[src/sv/mft_pkg.sv]
`timescale 1ns / 1ps
// ----------------------------------------------------------------------------
// mft_pkg
// Shared types and constants for the Manchester frame transmitter.
// ----------------------------------------------------------------------------
package mft_pkg;

	localparam int TIMER_WIDTH_DEF = 16;
	localparam int QUEUE_DEPTH     = 4;

	localparam int S_DATA_W   = 16;
	localparam int M_DATA_W   = 8;
	localparam int CFG_IDX_W  = 2;
	localparam int CFG_DATA_W = 16;

	localparam logic [CFG_IDX_W-1:0] CFG_HALF_BIT_CYCLES = 2'd0;
	localparam logic [CFG_IDX_W-1:0] CFG_SYNC_PAIRS      = 2'd1;
	localparam logic [CFG_IDX_W-1:0] CFG_START_PATTERN   = 2'd2;

	localparam logic [15:0] HALF_BIT_CYCLES_RST = 16'd1000;
	localparam logic [5:0]  SYNC_PAIRS_RST      = 6'd32;
	localparam logic [7:0]  START_PATTERN_RST   = 8'h00;

	typedef struct packed {
		logic [15:0] half_bit_cycles;
		logic [5:0]  sync_pairs;
		logic [7:0]  start_pattern;
	} cfg_t;

	typedef struct packed {
		logic       load;
		logic [7:0] data_byte;
	} item_t;

endpackage

[src/sv/mft_front.sv]
`timescale 1ns / 1ps
// ----------------------------------------------------------------------------
// mft_front
// Input register: accepts beats, splits out the load request and payload.
// ----------------------------------------------------------------------------
module mft_front import mft_pkg::*; (
	input  logic                clk,
	input  logic                arst_n,
	input  logic                s_tvalid,
	output logic                s_tready,
	input  logic [S_DATA_W-1:0] s_tdata,   // [0] load, [8:1] data_byte, [15:9] zero
	output logic                push_valid,
	input  logic                push_ready,
	output item_t               push_item
);

	logic  valid_s1;
	item_t item_s1;
	logic  accept;

	assign s_tready   = !valid_s1 || push_ready;
	assign accept     = s_tvalid && s_tready;
	assign push_valid = valid_s1;
	assign push_item  = item_s1;

	always_ff @(posedge clk or negedge arst_n) begin
		if (!arst_n) begin
			valid_s1 <= 1'b0;
		end else if (accept) begin
			valid_s1 <= 1'b1;
		end else if (push_ready) begin
			valid_s1 <= 1'b0;
		end
	end

	always_ff @(posedge clk) begin
		if (accept) begin
			item_s1.load      <= s_tdata[0];
			item_s1.data_byte <= s_tdata[8:1];
		end
	end

endmodule

[src/sv/mft_queue.sv]
`timescale 1ns / 1ps
// ----------------------------------------------------------------------------
// mft_queue
// Small FIFO between the input register and the line engine.
// ----------------------------------------------------------------------------
module mft_queue import mft_pkg::*; (
	input  logic  clk,
	input  logic  arst_n,
	input  logic  push_valid,
	output logic  push_ready,
	input  item_t push_item,
	output logic  pop_valid,
	input  logic  pop_ready,
	output item_t pop_item
);

	localparam int PTR_W = $clog2(QUEUE_DEPTH);
	localparam int CNT_W = $clog2(QUEUE_DEPTH + 1);

	item_t            mem_q [QUEUE_DEPTH];
	logic [PTR_W-1:0] wr_ptr_q;
	logic [PTR_W-1:0] rd_ptr_q;
	logic [CNT_W-1:0] count_q;
	logic             do_push;
	logic             do_pop;

	assign push_ready = count_q != CNT_W'(QUEUE_DEPTH);
	assign pop_valid  = count_q != '0;
	assign pop_item   = mem_q[rd_ptr_q];
	assign do_push    = push_valid && push_ready;
	assign do_pop     = pop_valid && pop_ready;

	always_ff @(posedge clk or negedge arst_n) begin
		if (!arst_n) begin
			wr_ptr_q <= '0;
			rd_ptr_q <= '0;
			count_q  <= '0;
		end else begin
			if (do_push) begin
				wr_ptr_q <= (wr_ptr_q == PTR_W'(QUEUE_DEPTH - 1)) ? '0 : wr_ptr_q + PTR_W'(1);
			end
			if (do_pop) begin
				rd_ptr_q <= (rd_ptr_q == PTR_W'(QUEUE_DEPTH - 1)) ? '0 : rd_ptr_q + PTR_W'(1);
			end
			unique case ({do_push, do_pop})
				2'b10:   count_q <= count_q + CNT_W'(1);
				2'b01:   count_q <= count_q - CNT_W'(1);
				default: count_q <= count_q;
			endcase
		end
	end

	always_ff @(posedge clk) begin
		if (do_push) begin
			mem_q[wr_ptr_q] <= push_item;
		end
	end

endmodule

[src/sv/mft_back.sv]
`timescale 1ns / 1ps
// ----------------------------------------------------------------------------
// mft_back
// Line engine: runs the sync preamble and shifted Manchester bits per beat.
// ----------------------------------------------------------------------------
module mft_back import mft_pkg::*; #(
	parameter int TIMER_WIDTH = TIMER_WIDTH_DEF
) (
	input  logic                clk,
	input  logic                arst_n,
	input  cfg_t                cfg,
	input  logic                pop_valid,
	output logic                pop_ready,
	input  item_t               pop_item,
	output logic                m_tvalid,
	input  logic                m_tready,
	output logic [M_DATA_W-1:0] m_tdata    // [0] line, [1] busy_res, [7:2] zero
);

	localparam int HW = ((TIMER_WIDTH > 16) ? TIMER_WIDTH : 16) + 1;

	typedef enum logic [1:0] {
		ST_IDLE = 2'd0,
		ST_SYNC = 2'd1,
		ST_BITS = 2'd2
	} stage_t;

	stage_t                 stage_q;
	logic [TIMER_WIDTH-1:0] timer_q;
	logic [5:0]             sync_count_q;
	logic [3:0]             bit_pos_q;
	logic [1:0]             half_phase_q;
	logic [15:0]            frame_bits_q;
	logic                   line_level_q;
	logic                   out_valid_q;
	logic                   out_line_q;
	logic                   out_busy_q;

	logic [HW-1:0] hbc_ext;
	logic [HW-1:0] lim;
	logic [HW-1:0] half_len;
	logic [HW-1:0] timer_inc;
	logic          terminal;
	logic [6:0]    pairs;
	logic          cur_bit;
	logic          line_c;
	logic          busy_c;
	logic          step;

	assign hbc_ext   = HW'(cfg.half_bit_cycles);
	assign lim       = HW'(1) << TIMER_WIDTH;
	assign half_len  = (hbc_ext == '0) ? HW'(1) : ((hbc_ext > lim) ? lim : hbc_ext);
	assign timer_inc = HW'(timer_q) + HW'(1);
	assign terminal  = timer_inc >= half_len;
	assign pairs     = (cfg.sync_pairs == '0) ? 7'd1 : {1'b0, cfg.sync_pairs};
	assign cur_bit   = frame_bits_q[bit_pos_q];

	always_comb begin
		unique case (stage_q)
			ST_SYNC: begin
				line_c = !half_phase_q[1];
				busy_c = 1'b1;
			end
			ST_BITS: begin
				line_c = (half_phase_q == 2'd0) ? line_level_q : !cur_bit;
				busy_c = 1'b1;
			end
			default: begin
				line_c = line_level_q;
				busy_c = 1'b0;
			end
		endcase
	end

	assign pop_ready = !out_valid_q || m_tready;
	assign step      = pop_valid && pop_ready;
	assign m_tvalid  = out_valid_q;
	assign m_tdata   = {{(M_DATA_W - 2){1'b0}}, out_busy_q, out_line_q};

	always_ff @(posedge clk or negedge arst_n) begin
		if (!arst_n) begin
			stage_q      <= ST_IDLE;
			timer_q      <= '0;
			sync_count_q <= '0;
			bit_pos_q    <= '0;
			half_phase_q <= '0;
			frame_bits_q <= '0;
			line_level_q <= 1'b0;
			out_valid_q  <= 1'b0;
			out_line_q   <= 1'b0;
			out_busy_q   <= 1'b0;
		end else if (step) begin
			out_valid_q <= 1'b1;
			out_line_q  <= line_c;
			out_busy_q  <= busy_c;
			if (stage_q != ST_SYNC && stage_q != ST_BITS) begin
				stage_q <= ST_IDLE;
				if (pop_item.load) begin
					stage_q      <= ST_SYNC;
					timer_q      <= '0;
					sync_count_q <= '0;
					half_phase_q <= '0;
					bit_pos_q    <= '0;
					frame_bits_q <= {pop_item.data_byte, cfg.start_pattern};
				end
			end else if (!terminal) begin
				timer_q <= timer_q + TIMER_WIDTH'(1);
			end else begin
				timer_q <= '0;
				if (stage_q == ST_SYNC) begin
					if (half_phase_q == 2'd3) begin
						half_phase_q <= '0;
						if ({1'b0, sync_count_q} + 7'd1 >= pairs) begin
							stage_q      <= ST_BITS;
							line_level_q <= 1'b1;
							bit_pos_q    <= '0;
							sync_count_q <= '0;
						end else begin
							sync_count_q <= sync_count_q + 6'd1;
						end
					end else begin
						half_phase_q <= half_phase_q + 2'd1;
					end
				end else if (half_phase_q == 2'd0) begin
					half_phase_q <= 2'd1;
				end else begin
					half_phase_q <= '0;
					line_level_q <= cur_bit;
					if (bit_pos_q == 4'd15) begin
						stage_q   <= ST_IDLE;
						bit_pos_q <= '0;
					end else begin
						bit_pos_q <= bit_pos_q + 4'd1;
					end
				end
			end
		end else if (m_tready) begin
			out_valid_q <= 1'b0;
		end
	end

`ifndef SYNTH
	a_bits_half: assert property (@(posedge clk) disable iff (!arst_n)
		stage_q == ST_BITS |-> half_phase_q[1] == 1'b0)
		else $error("half phase out of range in bit stage");
	a_timer_bound: assert property (@(posedge clk) disable iff (!arst_n)
		stage_q != ST_IDLE |-> HW'(timer_q) < half_len)
		else $error("tick timer passed half bit length");
	a_sync_bound: assert property (@(posedge clk) disable iff (!arst_n)
		stage_q == ST_SYNC |-> {1'b0, sync_count_q} < pairs)
		else $error("sync count passed pair count");
	a_busy_out: assert property (@(posedge clk) disable iff (!arst_n)
		step && stage_q == ST_IDLE |=> out_busy_q == 1'b0)
		else $error("busy shown for idle beat");
`endif

endmodule

[src/sv/manchester_frame_transmitter.sv]
`timescale 1ns / 1ps
// ----------------------------------------------------------------------------
// manchester_frame_transmitter
// Timer-driven Manchester frame serializer with sync preamble.
// ----------------------------------------------------------------------------
// Each input beat is one tick of the line clock and yields exactly one output
// beat holding the line level and busy flag for that tick. One beat is taken
// per cycle while the queue and the output side do not stall; a beat passes
// the input register, a four-entry queue and the line engine, and is
// registered in each of them in turn before its result is presented. The
// engine updates its state once per beat, which sets the rate of one beat per
// clock when the output side does not stall.
module manchester_frame_transmitter import mft_pkg::*; #(
	parameter int TIMER_WIDTH = TIMER_WIDTH_DEF
) (
	input  logic                  clk,
	input  logic                  arst_n,
	input  logic                  cfg_we,
	input  logic [CFG_IDX_W-1:0]  cfg_index,
	input  logic [CFG_DATA_W-1:0] cfg_data,
	input  logic                  s_tvalid,
	output logic                  s_tready,
	input  logic [S_DATA_W-1:0]   s_tdata,   // [0] load, [8:1] data_byte, [15:9] zero
	output logic                  m_tvalid,
	input  logic                  m_tready,
	output logic [M_DATA_W-1:0]   m_tdata    // [0] line, [1] busy_res, [7:2] zero
);

	cfg_t  cfg_q;
	logic  push_valid;
	logic  push_ready;
	item_t push_item;
	logic  pop_valid;
	logic  pop_ready;
	item_t pop_item;

	always_ff @(posedge clk or negedge arst_n) begin
		if (!arst_n) begin
			cfg_q.half_bit_cycles <= HALF_BIT_CYCLES_RST;
			cfg_q.sync_pairs      <= SYNC_PAIRS_RST;
			cfg_q.start_pattern   <= START_PATTERN_RST;
		end else if (cfg_we) begin
			unique case (cfg_index)
				CFG_HALF_BIT_CYCLES: cfg_q.half_bit_cycles <= cfg_data;
				CFG_SYNC_PAIRS:      cfg_q.sync_pairs      <= cfg_data[5:0];
				CFG_START_PATTERN:   cfg_q.start_pattern   <= cfg_data[7:0];
				default:             cfg_q                 <= cfg_q;
			endcase
		end
	end

	mft_front u_front (
		.clk        (clk),
		.arst_n     (arst_n),
		.s_tvalid   (s_tvalid),
		.s_tready   (s_tready),
		.s_tdata    (s_tdata),
		.push_valid (push_valid),
		.push_ready (push_ready),
		.push_item  (push_item)
	);

	mft_queue u_queue (
		.clk        (clk),
		.arst_n     (arst_n),
		.push_valid (push_valid),
		.push_ready (push_ready),
		.push_item  (push_item),
		.pop_valid  (pop_valid),
		.pop_ready  (pop_ready),
		.pop_item   (pop_item)
	);

	mft_back #(
		.TIMER_WIDTH (TIMER_WIDTH)
	) u_back (
		.clk       (clk),
		.arst_n    (arst_n),
		.cfg       (cfg_q),
		.pop_valid (pop_valid),
		.pop_ready (pop_ready),
		.pop_item  (pop_item),
		.m_tvalid  (m_tvalid),
		.m_tready  (m_tready),
		.m_tdata   (m_tdata)
	);

endmodule
[config.mk]
export PLATFORM = sky130hd
export DESIGN_NAME = manchester_frame_transmitter
export DESIGN_NICKNAME = d
export VERILOG_FILES = /design/src/sv/mft_pkg.sv /design/src/sv/mft_front.sv /design/src/sv/mft_queue.sv /design/src/sv/mft_back.sv /design/src/sv/manchester_frame_transmitter.sv
export SDC_FILE = /design/constraint.sdc
export NUM_CORES = 1
export LEC_CHECK = 0
export ABC_AREA = 0
export BUFFER_PORTS_ARGS = -buffer_cell sky130_fd_sc_hd__buf_4
export CAP_MARGIN = 10
export CORE_UTILIZATION = 45
export CTS_BUF_LIST = sky130_fd_sc_hd__clkbuf_4 sky130_fd_sc_hd__clkbuf_8
export CTS_CLUSTER_DIAMETER = 100
export DETAILED_ROUTE_END_ITERATION = 12
export GPL_TIMING_DRIVEN = 0
export PLACE_DENSITY = 0.75
export SYNTH_ARGS = -nofsm -noshare
export SYNTH_HDL_FRONTEND = slang
export SYNTH_SLANG_ARGS = --single-unit
[constraint.sdc]
create_clock -name clk -period 7.9 [get_ports clk]
set_input_delay 0.79 -clock clk [delete_from_list [all_inputs] [get_ports clk]]
set_output_delay 0.79 -clock clk [all_outputs]
set_load 0.1 [all_outputs]
# Yosys cells after proc, flatten, opt, wreduce, memory -nomap -nowiden
# Memories as Yosys holds them, arrays and structs flattened.
# Index checks and enable logic that the tools add are counted.
# Widths: inputs -> output; s select.
[totals] regBits=97 ramBits=36 inputBits=39 out_inout_bits=10 word_cells=140 mem_count=1
[mem_list] name="u_queue.mem_q" depth=4 width=9 rd=1 rd_clocked_by_memory_dff=0 write_ports=1 line_no="mft_queue.sv:20" source="item_t mem_q [QUEUE_DEPTH];"
[classes] n_addsub=10 magnitude_cmp=4 eq_ne=20 muxes=52 n_bitwise=1 n_reduce_logical=33
[ops] cell="$mux 16" n=3
[ops] cell="$mux 6" n=7
[ops] cell="$mux 17" n=2
[ops] cell="$mux 4" n=8
[ops] cell="$mux 2" n=14
[ops] cell="$reduce_and 6->1" n=3
[ops] cell="$add 16x1->17 const B" n=1
[ops] cell="$ge 17x17->1" n=1
[ops] cell="$gt 16x17->1 const B" n=1
[ops] cell="$logic_not 17->1" n=1
[ops] cell="$add 16x1->16 const B" n=1
[ops] cell="$mux 1" n=15
[ops] cell="$eq 2x2->1 const B" n=6
[ops] cell="$reduce_bool 2->1" n=6
[ops] cell="$ne 2x2->1 const B" n=5
[ops] cell="$reduce_and 2->1" n=4
[ops] cell="$add 6x1->7 const B" n=1
[ops] cell="$ge 7x7->1" n=1
[ops] cell="$add 2x1->2 const B" n=3
[ops] cell="$add 6x1->6 const B" n=1
[ops] cell="$eq 2x1->1 const B" n=3
[ops] cell="$logic_not 6->1" n=1
[ops] cell="$ne 3x2->1 const B" n=2
[ops] cell="$ne 3x3->1 const B" n=2
[ops] cell="other kinds (18)" n=28

# Depth between registers and ports, before layout
[depth] ltp_word=8 mapped_depth=15 ltp_nobuf=14

# Modules after synthesis
# From an unflattened synthesis, not the netlist that was laid out.
[hier_totals] hier_cells=515 hier_area_um2=6676.4
[by_module_without_submodules] module="mft_back" instances=1 cells_per_inst=351 area_each_um2=3459.6 seq_area_each_um2=1251.2
[by_module_without_submodules] module="mft_queue" instances=1 cells_per_inst=87 area_each_um2=1750.4 seq_area_each_um2=1256.2
[by_module_without_submodules] module="manchester_frame_transmitter" instances=1 cells_per_inst=64 area_each_um2=1142.3 seq_area_each_um2=759.5
[by_module_without_submodules] module="mft_front" instances=1 cells_per_inst=13 area_each_um2=324.1 seq_area_each_um2=295.3

# Worst setup path before layout
# No wires, ideal clock.
[synth_path] path_type="reg-to-reg" start="register u_back.timer_q[0]" end="register u_back.sync_count_q[0]" setup_time_ns=0.125 arrival_time_ns=2.893 required_time_ns=7.775 setup_slack_ns=4.882 stages_incl_launch_ff=15 n_path_buf=0 period_less_slack_ns=3.018 cell_sequence="dfrtp_1 ha_1 and2_2 nand4_4 inv_1 nand3_1 xnor2_1 ha_1 a21o_1 a21oi_1 o31ai_4 nor3_1 nand2_1 nand2_2 mux2_2"
[synth_via] elab_chain_len=4
[synth_rtl] element="start: declaration" line_no="mft_back.sv:29" source="logic [TIMER_WIDTH-1:0] timer_q;"
[synth_rtl] element="start signal: assignment" line_no="mft_back.sv:107" source="timer_q <= timer_q + TIMER_WIDTH'(1);"
[synth_rtl] element="$add 16x1->17" line_no="mft_back.sv:53" source="assign timer_inc = HW'(timer_q) + HW'(1);"
[synth_rtl] element="$ge 17x17->1" line_no="mft_back.sv:54" source="assign terminal = timer_inc >= half_len;"
[synth_rtl] element="$reduce_bool 2->1 (no source line)"
[synth_rtl] element="$reduce_and 5->1 (no source line)"
[synth_rtl] element="end signal: assignment" line_no="mft_back.sv:119" source="sync_count_q <= sync_count_q + 6'd1;"
[synth_rtl] element="end: declaration" line_no="mft_back.sv:30" source="logic [5:0] sync_count_q;"
# Every way passes these cells.
# A chain may end at the register's enable or synchronous reset.

# Final worst setup path
[layout_path] start="register u_back.timer_q[0]" end="register u_back.sync_count_q[4]"
# The elaborated chain is that of the path after synthesis.

==> flow_summary_export.csv <==
group,metric,value,unit
floorplanning,initial_core_util,46.7,%
drt,drt_first_iter_violations,226,
yosys,ys_top_cells_by_area,"dfrtp_1 (31%), edfxtp_1 (21%), ha_1 (6.9%)",
yosys,synth_warnings,0,
status,status,"completed",
timing,fin_hold_ws,0.493,ns
yosys,synth_top_cell_by_area,"dfrtp_1",
final_layout,synthToLayoutAreaGrowth,14.1,%
timing,drv_slew,0,
final_layout,multi_input_area,2730,sq um
clock_tree,clockBufferDepth,2,
timing,setup_tns,0,ns
power_and_ir_drop,peakVddDrop,0.180,mV
setup_path,criticalPathCategory,"reg -> reg",
drt,wl,12200,microns
final_layout,fin_cells,779,
setup_path,arrival,3.77,ns
timing,fmax,291,MHz
clock_tree,cts_tree,"done",
yosys,synth_common_cells,"dfrtp_1 (81), edfxtp_1 (45), nand2_1 (41)",
global_route,antenna_found_initial,0,
clock_tree,cts_root_buf,"clkbuf_8",
yosys,synth-xor-area-share,2.81,%
power_and_ir_drop,report.power.total,0.00206,W
clock_tree,cts_hold_buf,0,
yosys,ys_types,59,
global_route,grt_pass1_wl,20500,microns
min_path,holdCritPathClass,"reg -> reg",
clock_tree,clkLatencyLatePin,0.45,ns
final_layout,nets,662,
clock_tree,cts_sinks,133,
yosys,ys_seq_elements,133,
yosys,synth_compound_area_share,9.32,%
timing,fin_crit,3.44,ns
clock_tree,clk_pin_slew_worst_paths,0.09,ns
floorplanning,core,14000,sq um
setup_path,worst_ep_required_time,8.23,ns
final_layout,drive_gt1_share,26.0,%
final_layout,diodes,0,
drt,dr.pass1.iters,4,
place,portBuffers,35,
yosys,syn-cell-area,6550,sq um
yosys,synthCells,527,
global_route,grt_pass1_vias,4246,
place,dp_cells,747,
timing,fin_crit_sh,43.5,%
drt,detail_route.wl_per_cell,15.7,microns
place,hpwl,8910,microns
timing,max-slew-margin-rel,27.0,%
timing,fin_skew,0.0112,ns
clock_tree,cts_resized,0,
yosys,synth_top_area_share,30.9,%
clock_tree,postCtsSetupBuffers,0,
yosys,synth-simple-area-share,10.7,%
yosys,yosys-mux-area-fraction,11.3,%
job,maxCapViolCount,0,
timing,timing.final.hold_violations,0,
floorplanning,die_height,123,microns
drt,vias,4224,
setup_path,critPathLaunchType,"flip-flop",
global_route,grt_overflow_total,0,
final_layout,num-fill-cells,1170,
setup_path,cp_max_fo,6,
drt,ant_nets,0,
yosys,yosysSeqAreaShare,54.4,%
yosys,synth.avg_cell_area,12.4,sq um
yosys,synth-main-ff-cell,"dfrtp_1",
yosys,synth_edf_count,45,
floorplanning,num_io_pins,49,
drt,drc,0,
global_route,grtUsageTotal,18.0,%
power_and_ir_drop,leakagePower,3.40,nW
timing,rsz0062_at_grt,"false",
yosys,synth_top_family_by_area,"multiplexers",
yosys,async_flop_share,66.2,%
setup_path,end_kind,"flip-flop",
final_layout,register_area,3560,sq um
floorplanning,fp-row-count,43,
floorplanning,die_w,123,microns
place,gp_congestion,0.823,
timing,finalSetupViolations,0,
clock_tree,htreeDepth,4,
yosys,synth.most_common_cell,"dfrtp_1",
timing,tightest_slew,1.10,ns
power_and_ir_drop,power.density,276,nW/um^2
floorplanning,dieArea,15100,sq um
drt,via_per_inst,5.42,
global_route,grt_max_degree,89,
yosys,synthAdderAreaFrac,7.18,%
clock_tree,numCtsBuffers,17,
==> power by group <==
| group | switching (W) | leakage, nW | internal [W] | total, W |
|---|---|---|---|---|
| Clock | 0.000326 | 0.205 | 0.000243 | 0.000569 |
| Sequential | 0.0000729 | 1.54 | 0.000847 | 0.000920 |
| Combinational | 0.000341 | 1.66 | 0.000234 | 0.000575 |
==> sequential cells by signal, indices dropped and copies added (netlist names) <==
register,cells
u_back.out_busy_q,1
u_back.frame_bits_q,16
u_back.half_phase_q,2
u_queue.rd_ptr_q,2
u_back.timer_q,16
u_queue.mem_q,36
u_back.bit_pos_q,4
u_back.stage_q,2
u_queue.count_q,3
u_back.out_line_q,1
u_back.line_level_q,1
u_front.push_item,9
u_back.m_tvalid,1
cfg_q,30
u_back.sync_count_q,6
u_queue.wr_ptr_q,2
u_front.push_valid,1
==> final timing paths <==
check,from,end,slack [ns],depth (start not counted)
hold / removal,u_back.out_busy_q,u_back.out_busy_q,0.49,1
max in group asynchronous,arst_n,cfg_q[1],6.65,1
setup / recovery,u_back.timer_q[0],u_back.sync_count_q[4],4.46,14
setup reg to reg,u_back.timer_q[0],u_back.sync_count_q[4],4.46,14
min in group asynchronous,arst_n,u_back.timer_q[10],0.53,1
hold reg to reg,u_back.out_busy_q,u_back.out_busy_q,0.49,1
==> critical path: stages, from the launching register on <==
cell and delay, ns:
dfrtp_1 0.41, ha_1 0.23, and2_2 0.21, nand4_4 0.14, inv_1 0.12, nand3_1 0.14
xnor2_1 0.16, ha_1 0.31, a21o_1 0.18, a21oi_1 0.23, o31ai_4 0.13, nor3_1 0.26
nand2_1 0.24, nand2_2 0.21, mux2_2 0.36
==> layer usage <==
metal  vias to the layer above  wire length, microns  track usage, %
li1                       2022                     -               -
met1                      2093                  5620            22.9
met2                        90                  5920            29.4
met3                        19                   450            4.18
met4                         0                   238            7.39
met5                         -                     0               0
==> final cells by class <==
type | count | share of cell area, %
Sequential cell | 133 | 47.7
Multi-Input combinational cell | 340 | 36.5
Timing Repair Buffer | 35 | 3.52
Clock buffer | 17 | 3.13
Tap cell | 180 | 3.01
Clock inverter | 15 | 2.41
Inverter | 38 | 1.94
Buffer | 21 | 1.82
==> logic make-up after synthesis <==
kind of cell,after synthesis
xor gates and xnor gates,21
other,1
and+or+nand+nor,135
DFF,133
adders and majority gates,37
AOI/OAI and AO/OA,89
buffers and inverters,59
muxes,52
==> cells in the final DEF (no fill, tap or decap), types with 14 or more instances in the layout <==
cell type | netlist | layout
dfrtp_1 | 81 | 81
edfxtp_1 | 45 | 45
buf_4 | 8 | 43
nand2_1 | 41 | 41
inv_1 | 37 | 37
mux2_2 | 37 | 37
ha_1 | 36 | 36
o21ai_0 | 27 | 27
nand3_1 | 19 | 19
nor2_1 | 18 | 18
clkbuf_8 | 0 | 17
a21o_1 | 14 | 14
mux4_2 | 14 | 14
==> stage by stage <==
stage	setup slack (ns)	instance area, sq um	utilization (%)
4_1_cts	4.47	7470	53.2
3_3_place_gp	4.52	7060	50.3
6_report	4.46	7470	53.2
2_1_floorplan	4.88	6570	-
5_1_grt	4.21	7470	53.2
3_5_place_dp	4.47	7060	50.3
Power figures use the tool's default switching activity.
